### config.mk
export PLATFORM = sky130hd
export DESIGN_NAME = tfr_mac
export DESIGN_NICKNAME = d
export VERILOG_FILES = /design/src/design/tfr_pkg.sv /design/src/design/tfr_mac.sv
export SDC_FILE = /design/constraint.sdc
export NUM_CORES = 2
export LEC_CHECK = 0
export BUFFER_PORTS_ARGS = -buffer_cell sky130_fd_sc_hd__buf_2
export CAP_MARGIN = 25
export CORE_UTILIZATION = 60
export DETAILED_ROUTE_END_ITERATION = 12
export HOLD_SLACK_MARGIN = 0.12
export PLACE_DENSITY = 0.78
export SKIP_LAST_GASP = 1
export SLEW_MARGIN = 10
export SYNTH_ARGS = -nofsm -noshare
export SYNTH_HDL_FRONTEND = slang
export SYNTH_SLANG_ARGS = --single-unit
### constraint.sdc
create_clock -name clk -period 21.8 [get_ports clk]
set_clock_uncertainty 0.2 [all_clocks]
set_input_delay 3.27 -clock clk [delete_from_list [all_inputs] [get_ports clk]]
set_output_delay 3.27 -clock clk [all_outputs]
set_load 0.01 [all_outputs]
### src/design/tfr_pkg.sv
// Package of types, constants and helpers for the tangent frame unit
`timescale 1ns / 1ps
`default_nettype none
package tfr_pkg;
  localparam int COORD_WIDTH = 32;
  localparam int UNIT_FRACTION_BITS = 14;
  localparam int UNIT_W = UNIT_FRACTION_BITS + 2;
  localparam int USE_W = (COORD_WIDTH > 32) ? 32 : COORD_WIDTH;
  localparam int VAL_W = 32;
  localparam int DIFF_W = VAL_W + 1;
  localparam int OPND_W = DIFF_W;
  localparam int PROD_W = 2 * OPND_W;
  localparam int ACC_W = PROD_W + 2;
  localparam int S_W = 30;
  localparam int SUM_W = 2 * S_W + 2;
  localparam int ROOT_W = S_W + 1;
  localparam int Q_W = UNIT_FRACTION_BITS + 1;
  localparam int NUM_W = S_W + UNIT_FRACTION_BITS + 1;
  localparam int CNT_W = $clog2(Q_W + 1);
  localparam int IN_TDATA_W = ((5 * COORD_WIDTH + 7) / 8) * 8;
  localparam int OUT_TDATA_W = ((9 * UNIT_W + 7) / 8) * 8;
  localparam int CFG_IDX_W = 1;
  localparam int CFG_DATA_W = 1;

  typedef enum logic [CFG_IDX_W-1:0] {
    REG_TANGENTS_ENABLE = 1'b0,
    REG_NORMALS_ENABLE  = 1'b1
  } cfg_reg_t;

  typedef enum logic [2:0] {
    ST_IDLE, ST_DIFF, ST_TERMS, ST_NORM_T, ST_NORM_B, ST_CROSS, ST_NORM_N, ST_OUT
  } top_state_t;

  typedef enum logic [2:0] {
    NS_IDLE, NS_SHIFT, NS_SQ, NS_SQRT, NS_DIV_LOAD, NS_DIV, NS_DONE
  } norm_state_t;

  typedef struct packed {
    logic en;
    logic clr;
    logic sub;
  } mac_ctl_t;

  typedef struct packed {
    logic start;
    logic sum_valid;
  } norm_ctl_t;

  typedef struct packed {
    logic sq_req;
    logic done;
  } norm_stat_t;

  typedef logic signed [ACC_W-1:0] acc_t;
  typedef logic signed [OPND_W-1:0] opnd_t;
  typedef logic signed [UNIT_W-1:0] unit_t;
  typedef logic signed [VAL_W-1:0] val_t;
  typedef logic signed [DIFF_W-1:0] diff_t;

  function automatic val_t take_coord(input logic [COORD_WIDTH-1:0] raw);
    logic signed [USE_W-1:0] top;
    top = $signed(raw[COORD_WIDTH-1 -: USE_W]);
    return val_t'(top);
  endfunction
endpackage
`default_nettype wire

### src/design/tfr_mac.sv
// Shared signed multiply-accumulate unit with registered product
`timescale 1ns / 1ps
`default_nettype none
module tfr_mac (
  input  wire logic             clk,
  input  wire logic             rst,
  input  wire tfr_pkg::mac_ctl_t ctl,
  input  wire tfr_pkg::opnd_t   a,
  input  wire tfr_pkg::opnd_t   b,
  output tfr_pkg::acc_t         acc
);
  logic signed [tfr_pkg::PROD_W-1:0] prod;
  tfr_pkg::mac_ctl_t ctl_d;
  tfr_pkg::acc_t prod_ext;
  tfr_pkg::acc_t base;

  assign prod_ext = tfr_pkg::acc_t'(prod);
  assign base = ctl_d.clr ? '0 : acc;

  always_ff @(posedge clk) begin
    if (rst) begin
      ctl_d <= '0;
    end else begin
      ctl_d <= ctl;
    end
  end

  always_ff @(posedge clk) begin
    prod <= a * b;
    if (ctl_d.en) begin
      acc <= ctl_d.sub ? (base - prod_ext) : (base + prod_ext);
    end
  end
endmodule
`default_nettype wire

==> After elaboration in Yosys (flattened, before gate mapping) <==
Cells that the tools add are included.
W data, S select, Z words.
{ "op_classes": {"addsub": 2, "mul": 1, "n_mux": 2} }
{ "ops": {"columns": ["cell", "n"], "rows": [
  ["$mux W68", 2],
  ["$add A68 B66 Y68", 1],
  ["$sub A68 B66 Y68", 1],
  ["$mul A33 B33 Y66", 1]
]} }
{ "totals": {"reg_bits": 137, "inputBits": 71, "out_inout_bits": 68, "elab_cells": 10} }

==> Longest topological paths before layout <==
{ "logic_depth": {"word_depth": 3, "ltp_mapped": 30, "ltp_nobuf": 28} }

==> Worst setup path after synthesis <==
No wires, ideal clock.
{ "synth_path": {"path_type": "input -> register", "start": "in a[32]", "end": "reg prod[52] in the netlist's numbering", "arrival_ns": 10.478, "required_ns": 21.528, "path_slack_ns": 11.049, "cell_stages": 29, "path_buffers": 2, "path_cell_list": "clkbuf_1 > nand2_1 > inv_1 > fa_1 > inv_1 > fa_1 > inv_1 > fa_1 > inv_1 > fa_1 > inv_1 > fa_1 > fa_1 > fa_1 > inv_1 > fa_1 > inv_1 > ha_1 > clkbuf_1 > a21o_1 > a21oi_1 > o21ai_0 > a21o_1 > a21o_1 > or4_1 > o21ai_0 > o21ai_0 > a221oi_1 > xnor2_1"} }
{ "synth_via": {"elab_chain_cells": 1} }
{ "synth_lines": {"columns": ["item", "line", "rtl"], "rows": [
  ["from (decl)", "tfr_mac.sv:8", "input wire tfr_pkg::opnd_t a,"],
  ["$mul A33 B33 Y66", "tfr_mac.sv:29", "prod <= a * b;"],
  ["to (signal assigned)", "tfr_mac.sv:29", null],
  ["to (decl)", "tfr_mac.sv:12", "logic signed [tfr_pkg::PROD_W-1:0] prod;"]
]} }
No other way between the ends.
A chain may end at the register's enable or synchronous reset.

==> Worst setup path after layout <==
{ "layout_path": {"start": "in a[16]", "end": "reg prod[60] in the netlist's numbering"} }
The elaborated chain is that of the path after synthesis.

==> flow_summary.rst <==
.. list-table::
   :header-rows: 1

   * - Metric
     - Value
   * - Yosys warns
     - 0
   * - Worst-path fanout max
     - 33
   * - Longest individual stage delay on the worst path
     - 0.68 ns
   * - Total Wirelength
     - 126 mm
   * - Remaining number of nets flagged by the antenna check after routing
     - 0
   * - Slowest-stage cell, CP
     - sky130_fd_sc_hd__buf_2
   * - Drt initial violations
     - 3,146
   * - Die outline area
     - 80,700 µm²
   * - # nets final
     - 6,596
   * - Internal reg-to-reg setup slack
     - 15.58 ns
   * - Number of buffers added for setup after CTS
     - 0
   * - FP Rows
     - 103
   * - EDFF count, synth
     - 68
   * - Number of antenna violations at the first check in global routing
     - 2
   * - Share of layout cells above drive strength 1
     - 4.43%
   * - FF+latch count, synth
     - 137
   * - Main flop type after synthesis
     - sky130_fd_sc_hd__dfxtp_1
   * - Fraction of the mapped netlist area in compound gates
     - 6.33%
   * - Post-route DRC
     - 0
   * - Number of buffers created by CTS
     - 17
   * - Final hold slack
     - 0.530 ns
   * - Worst Hold Class
     - flip-flop to flip-flop
   * - Placer's final routability congestion estimate
     - 0.966
   * - # resized after CTS
     - 0
   * - Final Hold Vio Count
     - 0
   * - Worst slew pin tran
     - 1.05 ns
   * - Post-synthesis mux area share
     - 0.0419%
   * - Sum of overflow across all layers after global routing
     - 0
   * - Max clock buf depth
     - 2
   * - Max Fclk
     - 0.0866 GHz
   * - Layout overhead on the synthesized area
     - 3.99%
   * - Count of mapped cells out of synthesis
     - 5,155
   * - Maximum number of pins on one net before global-route repair
     - 70
   * - Die extent in y
     - 284 µm
   * - Number of vias per cell after detailed routing
     - 5.67
   * - Post-layout instance area
     - 49,600 µm²
   * - Most Frequent Cell on Critical Path
     - sky130_fd_sc_hd__fa_1
   * - Buffers on Ports
     - 138
   * - Root buffer cell
     - sky130_fd_sc_hd__clkbuf_16
   * - Synth top cells by count
     - 1,146 x sky130_fd_sc_hd__fa_1, 1,133 x sky130_fd_sc_hd__inv_1, 601 x sky130_fd_sc_hd__nand2_1, 552 x sky130_fd_sc_hd__and2_1, 285 x sky130_fd_sc_hd__ha_1
   * - Run status
     - complete, no violations
   * - Dominant delay contributor by cell family on the critical path
     - adder cells
   * - Simple-Gate Fraction of Synth Area
     - 16.3%
   * - Period minus WS final
     - 11.55 ns
   * - Worst Setup Path Type
     - input port to flip-flop
   * - First-pass GRT wire length
     - 205 mm
   * - Fraction of synthesized cell area taken by the top area cell type
     - 48.1%
   * - Dominant cell type by area after synthesis
     - sky130_fd_sc_hd__fa_1
   * - Setup crit end kind
     - flip-flop
   * - Worst endpoint data arrival time
     - 11.68 ns
   * - Final Max Slew Viols
     - 0
   * - Starting density of the core
     - 60.5%
   * - Instance count along the most critical hold path
     - 2
   * - Synthesized-area fraction occupied by xor and xnor cells
     - 3.71%
   * - Most instantiated library cell after synthesis
     - sky130_fd_sc_hd__fa_1
   * - Depth of the worst register-to-register path
     - 20
   * - Total of max-cap violations
     - 0
   * - Cells traversed along the worst timing path
     - buf_2 -> nand2_1 -> fa_1 -> fa_1 -> fa_1 -> inv_1 -> fa_1 -> inv_1 -> fa_1 -> inv_1 -> fa_1 -> fa_1 -> fa_1 -> ha_1 -> nand4_1 -> nor2_1 -> nand2_1 -> a31oi_1 -> o211ai_1 -> o21ai_0 -> a41oi_1 -> o31ai_1 -> a21boi_0 -> xnor2_1
   * - Critical path data required time
     - 21.93 ns
   * - Relative slew slack
     - 30.0%
   * - Avg Inst Size Synth
     - 9.26 µm²
   * - Sequential-to-total area share from yosys stat
     - 7.17%
   * - Skew-Pair Late Insertion Delay
     - 0.44 ns
   * - TritonCTS clock tree
     - built
   * - Average routed wire per standard cell
     - 20.5 µm
   * - Total vias in the final route
     - 34,900
   * - Dominant combinational cell family by area after synthesis
     - adder cells
   * - Setup violations, final
     - 0
   * - Horizontal extent of the die
     - 284 µm
   * - Biggest area contributors in the synthesized netlist
     - sky130_fd_sc_hd__fa_1 48%, sky130_fd_sc_hd__inv_1 8.9%, sky130_fd_sc_hd__ha_1 7.5%, sky130_fd_sc_hd__and2_1 7.2%, sky130_fd_sc_hd__nand2_1 4.7%
   * - Synth Net Count
     - 6,657
   * - Synth Area in Adders
     - 55.5%
   * - Post-synthesis cell area
     - 47,700 µm²
   * - Period Utilization, post-route
     - 53.0%
   * - Number of buffers and inverters on the critical path
     - 4
   * - Core footprint
     - 78,900 µm²
   * - Fraction of registers with async set or reset after synthesis
     - 0%
   * - Vias in the first global route
     - 37,900
   * - Count of distinct cell types in the synthesized netlist
     - 78
   * - Number of top-level design ports
     - 139
   * - Number of cells on the critical path
     - 24
   * - Hold Buf Count CTS
     - 0
   * - Post-DP HPWL
     - 99.6 mm
   * - GRT Util Overall
     - 32.5%
   * - CTS sink cnt
     - 137
   * - Placed standard-cell area
     - 49,000 µm²
   * - RSZ-0062 raised after global routing
     - no
   * - Clock H-tree levels
     - 4
   * - Clock-pin transition on the worst setup and hold timing paths
     - 0.06 ns
   * - Critical path launch point type
     - input port
   * - Final total negative setup slack
     - 0 ns
   * - Number of iterations in the first detailed-routing pass
     - 5
==> cells by family after synthesis <==
logic type / after synthesis
AOI/OAI and AO/OA: 467
xor gates and xnor gates: 202
and+or+nand+nor: 1534
buffers and inverters: 1382
adders and majority gates: 1431
DFF: 137
muxes: 2
==> worst register-to-register path, delay by kind of cell (launching register included) <==
kind,cells,cell delay (ns)
AND/OR/NAND/NOR,13,3.64
AO/OA/AOI/OAI,4,1.12
flip-flops,1,0.33
XOR/XNOR,2,0.36
adder cells (fa/ha/maj),1,0.33
==> final timing paths <==
path                  endpoint       startpoint
max reg2reg  acc[64]$_DFFE_PP_  prod[9]$_DFF_P_
min           acc[0]$_DFFE_PP_  prod[0]$_DFF_P_
min reg2reg   acc[0]$_DFFE_PP_  prod[0]$_DFF_P_
max           prod[60]$_DFF_P_            a[16]
==> registers in the layout (all words and copies together), names as in the netlist <==
register	count
acc	68
ctl_d	3
prod	66
==> through the flow <==
| step | util (%) | instances | setup slack (ns) |
|---|---|---|---|
| 6_report | 62.9 | 6159 | 10.25 |
| 5_1_grt | 62.9 | 6158 | 9.92 |
| 2_1_floorplan | - | 5155 | 11.05 |
| 4_1_cts | 62.9 | 6156 | 10.40 |
| 3_5_place_dp | 62.2 | 6124 | 9.94 |
| 3_3_place_gp | 62.2 | 6124 | 10.07 |
==> metal layers <==
metal	vias to the layer above	GRT usage, %	wire length, µm	part of all wire [%]
met5	-	0	10	0.0079
met4	2	9.02	3230	2.6
met3	258	9.05	15200	12
met2	1850	50.8	55900	44
met1	17600	44.7	51700	41
li1	15200	-	-	-
==> cell usage in the layout (no fill, tap or decap), types with 22 or more instances in the layout <==
cell type / Yosys / layout
sky130_fd_sc_hd__a21o_1: 90 / 90
sky130_fd_sc_hd__a21oi_1: 153 / 153
sky130_fd_sc_hd__a31oi_1: 32 / 32
sky130_fd_sc_hd__and2_1: 552 / 552
sky130_fd_sc_hd__buf_2: 1 / 138
sky130_fd_sc_hd__buf_4: 0 / 29
sky130_fd_sc_hd__dfxtp_1: 69 / 66
sky130_fd_sc_hd__edfxtp_1: 68 / 68
sky130_fd_sc_hd__fa_1: 1146 / 1146
sky130_fd_sc_hd__ha_1: 285 / 285
sky130_fd_sc_hd__inv_1: 1133 / 1133
sky130_fd_sc_hd__nand2_1: 601 / 601
sky130_fd_sc_hd__nand2b_1: 22 / 22
sky130_fd_sc_hd__nand4_1: 24 / 24
sky130_fd_sc_hd__nor2_1: 125 / 125
sky130_fd_sc_hd__nor2b_1: 82 / 82
sky130_fd_sc_hd__nor3_1: 33 / 33
sky130_fd_sc_hd__o21ai_0: 64 / 64
sky130_fd_sc_hd__xnor2_1: 149 / 149
sky130_fd_sc_hd__xor2_1: 53 / 53
==> layout make-up <==
cell class              count  area, µm²
diodes                      2       5.00
clock buffers              17        425
clock inverters            15        163
fillers                  6433      29200
inverters                1134       4260
multi-input cells        3636      39100
flip-flops and latches    137       3430
well taps                1050       1310
repair buffers            168        936
Power is not shown: default switching activity piles up to over one toggle a cycle in this logic, so the estimate is an artifact.
