<file path="src/design/tfr_pkg.sv">
// Package of types, constants and helpers for the tangent frame unit
`timescale 1ns / 1ps
`default_nettype none
package tfr_pkg;
  localparam int COORD_WIDTH = 32;
  localparam int UNIT_FRACTION_BITS = 14;
  localparam int UNIT_W = UNIT_FRACTION_BITS + 2;
  localparam int USE_W = (COORD_WIDTH > 32) ? 32 : COORD_WIDTH;
  localparam int VAL_W = 32;
  localparam int DIFF_W = VAL_W + 1;
  localparam int OPND_W = DIFF_W;
  localparam int PROD_W = 2 * OPND_W;
  localparam int ACC_W = PROD_W + 2;
  localparam int S_W = 30;
  localparam int SUM_W = 2 * S_W + 2;
  localparam int ROOT_W = S_W + 1;
  localparam int Q_W = UNIT_FRACTION_BITS + 1;
  localparam int NUM_W = S_W + UNIT_FRACTION_BITS + 1;
  localparam int CNT_W = $clog2(Q_W + 1);
  localparam int IN_TDATA_W = ((5 * COORD_WIDTH + 7) / 8) * 8;
  localparam int OUT_TDATA_W = ((9 * UNIT_W + 7) / 8) * 8;
  localparam int CFG_IDX_W = 1;
  localparam int CFG_DATA_W = 1;

  typedef enum logic [CFG_IDX_W-1:0] {
    REG_TANGENTS_ENABLE = 1'b0,
    REG_NORMALS_ENABLE  = 1'b1
  } cfg_reg_t;

  typedef enum logic [2:0] {
    ST_IDLE, ST_DIFF, ST_TERMS, ST_NORM_T, ST_NORM_B, ST_CROSS, ST_NORM_N, ST_OUT
  } top_state_t;

  typedef enum logic [2:0] {
    NS_IDLE, NS_SHIFT, NS_SQ, NS_SQRT, NS_DIV_LOAD, NS_DIV, NS_DONE
  } norm_state_t;

  typedef struct packed {
    logic en;
    logic clr;
    logic sub;
  } mac_ctl_t;

  typedef struct packed {
    logic start;
    logic sum_valid;
  } norm_ctl_t;

  typedef struct packed {
    logic sq_req;
    logic done;
  } norm_stat_t;

  typedef logic signed [ACC_W-1:0] acc_t;
  typedef logic signed [OPND_W-1:0] opnd_t;
  typedef logic signed [UNIT_W-1:0] unit_t;
  typedef logic signed [VAL_W-1:0] val_t;
  typedef logic signed [DIFF_W-1:0] diff_t;

  function automatic val_t take_coord(input logic [COORD_WIDTH-1:0] raw);
    logic signed [USE_W-1:0] top;
    top = $signed(raw[COORD_WIDTH-1 -: USE_W]);
    return val_t'(top);
  endfunction
endpackage
`default_nettype wire

</file>
<file path="src/design/tfr_norm.sv">
// Vector normalization: shift search, square root and division, one step a cycle except while waiting for the sum
`timescale 1ns / 1ps
`default_nettype none
module tfr_norm (
  input  wire logic                  clk,
  input  wire logic                  rst,
  input  wire tfr_pkg::norm_ctl_t    ctl,
  input  wire tfr_pkg::acc_t         vec [3],
  input  wire logic [tfr_pkg::SUM_W-1:0] sum,
  output tfr_pkg::norm_stat_t        stat,
  output logic [tfr_pkg::S_W-1:0]    sq [3],
  output tfr_pkg::unit_t             res [3]
);
  tfr_pkg::norm_state_t state, state_next;
  logic [tfr_pkg::ACC_W-1:0] mag [3];
  logic [2:0] neg;
  logic [tfr_pkg::SUM_W-1:0] x, root, bitv;
  logic [tfr_pkg::ROOT_W-1:0] rem;
  logic [tfr_pkg::Q_W-1:0] quo, low;
  logic [tfr_pkg::CNT_W-1:0] cnt;
  logic [1:0] idx;

  logic [tfr_pkg::ACC_W-1:0] orv;
  logic [tfr_pkg::SUM_W-1:0] trial;
  logic sq_ge;
  logic [tfr_pkg::ROOT_W-1:0] n;
  logic [tfr_pkg::NUM_W-1:0] num;
  logic [tfr_pkg::ROOT_W:0] dtr;
  logic div_ge;
  logic [tfr_pkg::Q_W-1:0] q_final;

  assign orv = mag[0] | mag[1] | mag[2];
  assign trial = root + bitv;
  assign sq_ge = x >= trial;
  assign n = root[tfr_pkg::ROOT_W-1:0];
  assign num = {1'b0, mag[idx][tfr_pkg::S_W-1:0], {tfr_pkg::UNIT_FRACTION_BITS{1'b0}}}
             + tfr_pkg::NUM_W'(n >> 1);
  assign dtr = {rem, low[tfr_pkg::Q_W-1]};
  assign div_ge = dtr >= {1'b0, n};
  assign q_final = {quo[tfr_pkg::Q_W-2:0], div_ge};

  always_comb begin
    for (int i = 0; i < 3; i++) begin
      sq[i] = mag[i][tfr_pkg::S_W-1:0];
    end
  end

  always_comb begin
    state_next = state;
    case (state)
      tfr_pkg::NS_IDLE: if (ctl.start) state_next = tfr_pkg::NS_SHIFT;
      tfr_pkg::NS_SHIFT: begin
        if (orv == '0) begin
          state_next = tfr_pkg::NS_DONE;
        end else if (orv[tfr_pkg::ACC_W-1:tfr_pkg::S_W] == '0 && orv[tfr_pkg::S_W-1]) begin
          state_next = tfr_pkg::NS_SQ;
        end
      end
      tfr_pkg::NS_SQ: if (ctl.sum_valid) state_next = tfr_pkg::NS_SQRT;
      tfr_pkg::NS_SQRT: if (bitv == tfr_pkg::SUM_W'(1)) state_next = tfr_pkg::NS_DIV_LOAD;
      tfr_pkg::NS_DIV_LOAD: state_next = tfr_pkg::NS_DIV;
      tfr_pkg::NS_DIV: begin
        if (cnt == tfr_pkg::CNT_W'(1)) begin
          state_next = (idx == 2'd2) ? tfr_pkg::NS_DONE : tfr_pkg::NS_DIV_LOAD;
        end
      end
      tfr_pkg::NS_DONE: state_next = tfr_pkg::NS_IDLE;
      default: state_next = tfr_pkg::NS_IDLE;
    endcase
  end

  always_comb begin
    stat.sq_req = (state == tfr_pkg::NS_SQ);
    stat.done = (state == tfr_pkg::NS_DONE);
  end

  always_ff @(posedge clk) begin
    if (rst) begin
      state <= tfr_pkg::NS_IDLE;
    end else begin
      state <= state_next;
    end
  end

  always_ff @(posedge clk) begin
    case (state)
      tfr_pkg::NS_IDLE: begin
        if (ctl.start) begin
          for (int i = 0; i < 3; i++) begin
            neg[i] <= vec[i][tfr_pkg::ACC_W-1];
            mag[i] <= vec[i][tfr_pkg::ACC_W-1] ? (-vec[i]) : vec[i];
          end
        end
      end
      tfr_pkg::NS_SHIFT: begin
        if (orv == '0) begin
          for (int i = 0; i < 3; i++) res[i] <= '0;
        end else if (orv[tfr_pkg::ACC_W-1:tfr_pkg::S_W] != '0) begin
          for (int i = 0; i < 3; i++) mag[i] <= mag[i] >> 1;
        end else if (!orv[tfr_pkg::S_W-1]) begin
          for (int i = 0; i < 3; i++) mag[i] <= mag[i] << 1;
        end
      end
      tfr_pkg::NS_SQ: begin
        x <= sum;
        root <= '0;
        bitv <= tfr_pkg::SUM_W'(1) << (tfr_pkg::SUM_W - 2);
        idx <= 2'd0;
      end
      tfr_pkg::NS_SQRT: begin
        if (sq_ge) begin
          x <= x - trial;
          root <= (root >> 1) + bitv;
        end else begin
          root <= root >> 1;
        end
        bitv <= bitv >> 2;
      end
      tfr_pkg::NS_DIV_LOAD: begin
        rem <= tfr_pkg::ROOT_W'(num[tfr_pkg::NUM_W-1:tfr_pkg::Q_W]);
        low <= num[tfr_pkg::Q_W-1:0];
        quo <= '0;
        cnt <= tfr_pkg::CNT_W'(tfr_pkg::Q_W);
      end
      tfr_pkg::NS_DIV: begin
        rem <= div_ge ? tfr_pkg::ROOT_W'(dtr - {1'b0, n}) : dtr[tfr_pkg::ROOT_W-1:0];
        quo <= q_final;
        low <= low << 1;
        cnt <= cnt - tfr_pkg::CNT_W'(1);
        if (cnt == tfr_pkg::CNT_W'(1)) begin
          res[idx] <= neg[idx] ? (-tfr_pkg::unit_t'(q_final)) : tfr_pkg::unit_t'(q_final);
          idx <= idx + 2'd1;
        end
      end
      default: begin
      end
    endcase
  end
endmodule
`default_nettype wire

</file>
<file path="config.mk">
export PLATFORM = sky130hd
export DESIGN_NAME = tfr_norm
export DESIGN_NICKNAME = d
export VERILOG_FILES = /design/src/design/tfr_pkg.sv /design/src/design/tfr_norm.sv
export SDC_FILE = /design/constraint.sdc
export NUM_CORES = 2
export LEC_CHECK = 0
export ABC_CLOCK_PERIOD_IN_PS = 10500
export BUFFER_PORTS_ARGS = -buffer_cell sky130_fd_sc_hd__clkbuf_2
export CORE_UTILIZATION = 40
export DETAILED_ROUTE_END_ITERATION = 10
export PLACE_DENSITY_LB_ADDON = 0.12
export SYNTH_ARGS = -nofsm -noshare
export SYNTH_HDL_FRONTEND = slang
export SYNTH_SLANG_ARGS = --single-unit
</file>
<file path="constraint.sdc">
create_clock -name clk -period 10.5 [get_ports clk]
set_input_delay 1.575 -clock clk [delete_from_list [all_inputs] [get_ports clk]]
set_output_delay 1.575 -clock clk [all_outputs]
set_load 0.02 [all_outputs]
</file>
Word level (Yosys, flattened, before mapping)
Memory sizes are Yosys's and may differ from the RTL's. A register that Yosys moved wholly into a read port is not among the register bits.
Index checks and enable logic that the tools add are counted.
Storage, ports and cells
  bits in registers: 306
  memories kept: 1
  RAM bits: 204
  logic and storage cells: 121
  output and inout bits: 140
Operators by class
  mux-type cells: 51
  add/sub/neg operators: 11
  reductions and logical operators: 15
  equal/unequal tests: 16
  bitwise gates (word level): 9
  magnitude comparators: 5
Memory list
  mag: depth 3, width 68, rd ports 4, clocked after Yosys merged registers in 1, write ports 3, RTL line tfr_norm.sv:15  | logic [tfr_pkg::ACC_W-1:0] mag [3];
Operator list (count)
  2-to-1 mux 68 bit: 9
  case mux 62 bit (2 select lines): 3
  negator 68 bit: 3
  OR 68 bit: 2
  2-to-1 mux 62 bit: 2
  2-to-1 mux 48 bit: 2
  case mux 48 bit (2 select lines): 1
  zero test 68 bit: 1
  adder 61 x 62 -> 62 bit: 1
  adder 62 bit: 1
  equality test 62 x 1 -> 1 bit (second input constant): 1
  greater-or-equal comparator 62 bit: 1
  case mux 31 bit (2 select lines): 1
  subtractor 62 bit: 1
  bitwise mux 48 bit: 1
  adder 44 x 30 -> 45 bit: 1
  zero test 38 bit: 1
  nonzero test 38 bit: 1
  demux 16 bit (select 2 bit): 1
  greater-or-equal comparator 32 x 31 -> 1 bit: 1
  2-to-1 mux 16 bit: 2
  2-to-1 mux 31 bit: 1
  subtractor 31 bit: 1
  case mux 15 bit (2 select lines): 1
  29 further kinds: 67

Depth between registers and ports, before layout
An unclocked memory read counts as a cell.
  word-level depth: 10
  depth in mapped cells: 27

Worst setup path after synthesis
No wires, ideal clock.
  path kind: reg2reg
  from: reg root[0] in the netlist's numbering
  to: reg x[0] in the netlist's numbering, enable pin
  arrival time: 8.151 ns
  path slack: 1.847 ns
  stages on the path, launching flop included: 24
  clock period less this slack: 8.653 ns
  library setup time: 0.502 ns
  cell sequence: edfxtp_1 > ha_1 > ha_1 > a211o_1 > a41o_1 > a21o_1 > a31o_2 > and4_1 > nand2b_1 > a221oi_1 > xor2_1 > ha_1 > clkbuf_1 > and3_1 > and4_1 > nand2_1 > o211ai_1 > a21oi_1 > o41ai_1 > a31o_2 > a311oi_1 > clkbuf_1 > clkbuf_1 > a21oi_1
On the way
  cells in the longest elaborated chain, start to end: 4
RTL lines
  start, declared: RTL line tfr_norm.sv:17  | logic [tfr_pkg::SUM_W-1:0] x, root, bitv;
  start signal, assigned: RTL line tfr_norm.sv:113  | root <= (root >> 1) + bitv;
  start signal, assigned: RTL line tfr_norm.sv:115  | root <= root >> 1;
  adder 62 bit: RTL line tfr_norm.sv:33  | assign trial = root + bitv;
  greater-or-equal comparator 62 bit: RTL line tfr_norm.sv:34  | assign sq_ge = x >= trial;
  inequality test 2 bit (no source line)
  AND reduction 2 bit (no source line)
  end signal, assigned: RTL line tfr_norm.sv:105  | x <= sum;
  end signal, assigned: RTL line tfr_norm.sv:112  | x <= x - trial;
  end, declared: RTL line tfr_norm.sv:17
Every way passes these cells.
A chain may end at the register's enable or synchronous reset.

Worst setup path after layout
  from: reg root[2] in the netlist's numbering
  to: reg x[46] in the netlist's numbering, enable pin
The elaborated chain is that of the path after synthesis.

==> impl_metrics.yaml <==
outcome:
  status: "completed"
logic_synthesis:
  async_flop_share_pct: 0
  synth_warnings: 0
  syn_area_sq_um: 37700
  synth-edff-count: 476
  synthFlopType: "edfxtp_1"
  synthesis.nets: 4812
  avgSynthCellArea_sq_um: 8.66
  synth_cell_type_count: 79
  synth-seq-cells: 481
  seq_area_frac_synth_pct: 38.2
  synth_cells: 4357
floorplan:
  fp.dieArea_sq_um: 95500
  die_h_um: 309
  rows: 112
  core_area_sq_um: 93300
  initial_core_util_pct: 40.4
  io_pins: 410
  die-width_um: 309
detailed_routing:
  drcViolationCount: 0
  num_vias: 33200
  ant_nets: 0
  firstDrtPassIters: 6
  viasPerCell: 5.67
  drt-initial-drc-count: 2586
  routedWlPerCell_um: 21.2
  wl_mm: 124
timing:
  timing.fmax_mhz: 128
  grt_setup_unrepaired: "no"
  slew_headroom_pct: 26.3
  min_period_over_period_pct: 74.3
  drv_slew: 0
  setup_viol: 0
  timing.final.crit_period_ps: 7800
  hold_viol_final: 0
  finClkSkew_ps: 29.7
  setup_tns_ps: 0
  max_slew.worst_pin.slew_ps: 1110
global_route:
  grt_pass1_vias: 31200
  overflow: 0
  gr-usage-all-layers_pct: 25.2
  grt_max_degree: 204
  antenna_found_initial: 6
  grt_first_pass_wirelength_mm: 188
clock_tree:
  clk_latency_ps: 640
  cts_made_buffers: 60
  cts_tree: "yes"
  cts_resized: 0
  path_clk_slew_ps: 60
  post-cts-setup-buffers: 0
  h-tree-depth: 2
  ctsHoldBuffers: 0
  clk_path_buf_depth: 3
  clockRootBuffer: "clkbuf_16"
  cts.sinks: 481
critical_path:
  critPathSlowestCell: "a21oi_4"
  cp_slowest_stage_delay_ps: 870
  arrival_ps: 8070
  path_cells: "ha_1, a311o_1, a41oi_1, o211ai_1, nand2_1, o21ai_0, a31oi_1, nor4_1, nor2_1, nor2_1, a31oi_1, xor2_1, ha_1, and3_1, and4_1, nand2_1, nor3_1, a21oi_1, o41ai_1, a31o_2, a311oi_4, buf_4, a21oi_4, buf_4"
  path_buf_inv: 2
  critical-path-top-delay-family: "compound AO/OA/AOI/OAI gates"
  worstSetupEndpointType: "flop"
  required_ps: 10770
  worstSetupPathType: "reg -> reg"
  worstSetupStartpointType: "flop"
  critPathMaxFanout: 38
power_and_ir_drop:
  vdd_drop_max_mv: 0.128
  p_per_area_nw_per_um2: 188
  cellLeakagePower_nw: 16.4
layout:
  regArea_sq_um: 14400
  multiInputGateArea_sq_um: 21500
  utilization_pct: 45.1
  drive_gt1_share_pct: 13.3
  finalNetCount: 4999
  syn_to_final_growth_pct: 11.7
  fill_cells: 9358
worst_hold_path:
  worstHoldPathType: "reg -> reg"
flow_run:
  maxCapViolations: 0
placed_design:
  hpwl_mm: 94.2
  place_congestion: 0.940
  port_buffers: 409
## Yosys cell counts (all sizes together), types with 7 or more instances
cell type / n / area [sq um]
ha: 182 / 2280
and2: 15 / 93.8
a41o: 7 / 70.1
a31o: 19 / 166
buf: 116 / 782
nor2b: 33 / 206
and4: 12 / 105
nor4: 85 / 538
nand4: 75 / 469
o21bai: 31 / 233
or3: 53 / 337
inv: 87 / 327
nand2b: 33 / 206
xnor2: 145 / 1270
a31oi: 72 / 450
nor2: 564 / 2120
a22oi: 7 / 52.6
mux2: 8 / 90.1
mux2i: 54 / 541
edfxtp: 476 / 14300
or2: 20 / 128
a221oi: 7 / 61.3
xor2: 273 / 2390
nand3: 55 / 275
nor3: 60 / 300
nand4b: 7 / 61.3
o31ai: 62 / 479
a211o: 7 / 61.3
o41ai: 39 / 342
a21o: 87 / 653
o21ai: 357 / 1790
a211oi: 80 / 601
a21oi: 386 / 1930
and3: 64 / 400
o21a: 15 / 113
or4: 33 / 259
nand2: 444 / 1670
clkbuf: 206 / 773
## cells in the final DEF, fill, tap and decap left out, drive strengths merged, types with 8 or more instances in the layout
cell	instances
o21bai	31
clkbuf	483
o21a	15
buf	38
o41ai	39
a31oi	72
nand2	444
or2	20
xor2	273
o21ai	357
a21o	87
nor2b	33
nor2	564
nor4	85
mux2i	54
edfxtp	476
inv	88
clkinv	27
and2	15
or4	33
nand2b	33
and4	12
or3	53
a211oi	80
nand3	55
a21oi	386
bufinv	8
mux2	8
ha	182
xnor2	145
nand4	75
a31o	19
and3	64
nor3	60
o31ai	62
## worst paths after layout
path	start	endpoint	slack (ps)	cells past startpoint
worst max-delay path	root[2]$_SDFFCE_PN0P_	x[46]$_DFFE_PP_	2700	24
worst min-delay path	low[13]$_DFFE_PP_	low[14]$_DFFE_PP_	520	2
worst max register to register	root[2]$_SDFFCE_PN0P_	x[46]$_DFFE_PP_	2700	24
worst min register to register	low[13]$_DFFE_PP_	low[14]$_DFFE_PP_	520	2
## per-stage QoR
step	setup WS, ps	power [mW]	area (sq um)	cells	hold WS, ps
5_1_grt	2040	8.35	42100	5850	552
2_1_floorplan	1850	4.94	37700	4357	484
4_1_cts	2680	7.94	42100	5847	526
3_3_place_gp	2900	5.78	40100	5736	501
6_report	2700	7.90	42100	5850	517
3_5_place_dp	2770	5.78	40100	5736	511
## layer usage
layer	vias to the layer above	wire length (um)	GRT usage [%]
met5	-	35	0
met4	6	3330	6.78
met2	833	60000	43.2
met1	15800	55000	33.5
li1	16300	-	-
met3	170	5500	2.84
## state kept, by name (all words and copies together), names as in the netlist, named ones only
register and count:
cnt 4, root 62, res 48, mag 204, bitv 31, rem 31
x 62, state 3, low 15, neg 3, idx 2, quo 14
## kinds of logic (layout without fill, tap and decap cells)
group	Yosys count	after routing	share of synthesized area, %
XOR/XNOR	418	418	9.71
adder cells (fa/ha/maj)	185	185	6.20
buffers and inverters	409	645	4.99
AO/OA/AOI/OAI	1234	1234	19.9
flip-flops	481	481	38.2
multiplexers	62	62	1.67
other	0	3	0
AND/OR/NAND/NOR	1568	1568	19.3
## area by class of cell
cell class | count | share of cell area [%]
diodes | 3 | 0.0178
clock buffers | 74 | 3.74
clock inverters | 37 | 0.953
inverters | 87 | 0.787
multi-input cells | 3467 | 51.0
flip-flops and latches | 481 | 34.2
well taps | 1254 | 3.72
repair buffers | 447 | 5.56
## worst register-to-register path, stage by stage, from the launching register on
cell,delay (ps)
edfxtp_1,460
ha_1,410
a311o_1,230
a41oi_1,200
o211ai_1,350
nand2_1,130
o21ai_0,330
a31oi_1,180
nor4_1,270
nor2_1,110
nor2_1,160
a31oi_1,110
xor2_1,180
ha_1,430
and3_1,240
and4_1,230
nand2_1,80
nor3_1,150
a21oi_1,180
o41ai_1,750
a31o_2,360
a311oi_4,110
buf_4,310
a21oi_4,880
buf_4,550
## power by group
| part | internal, mW | switching, mW |
|---|---|---|
| logic | 1.00 | 1.80 |
| registers | 2.57 | 0.392 |
| clock network | 1.26 | 0.881 |
Note: power is estimated with default switching activity, not from simulation.
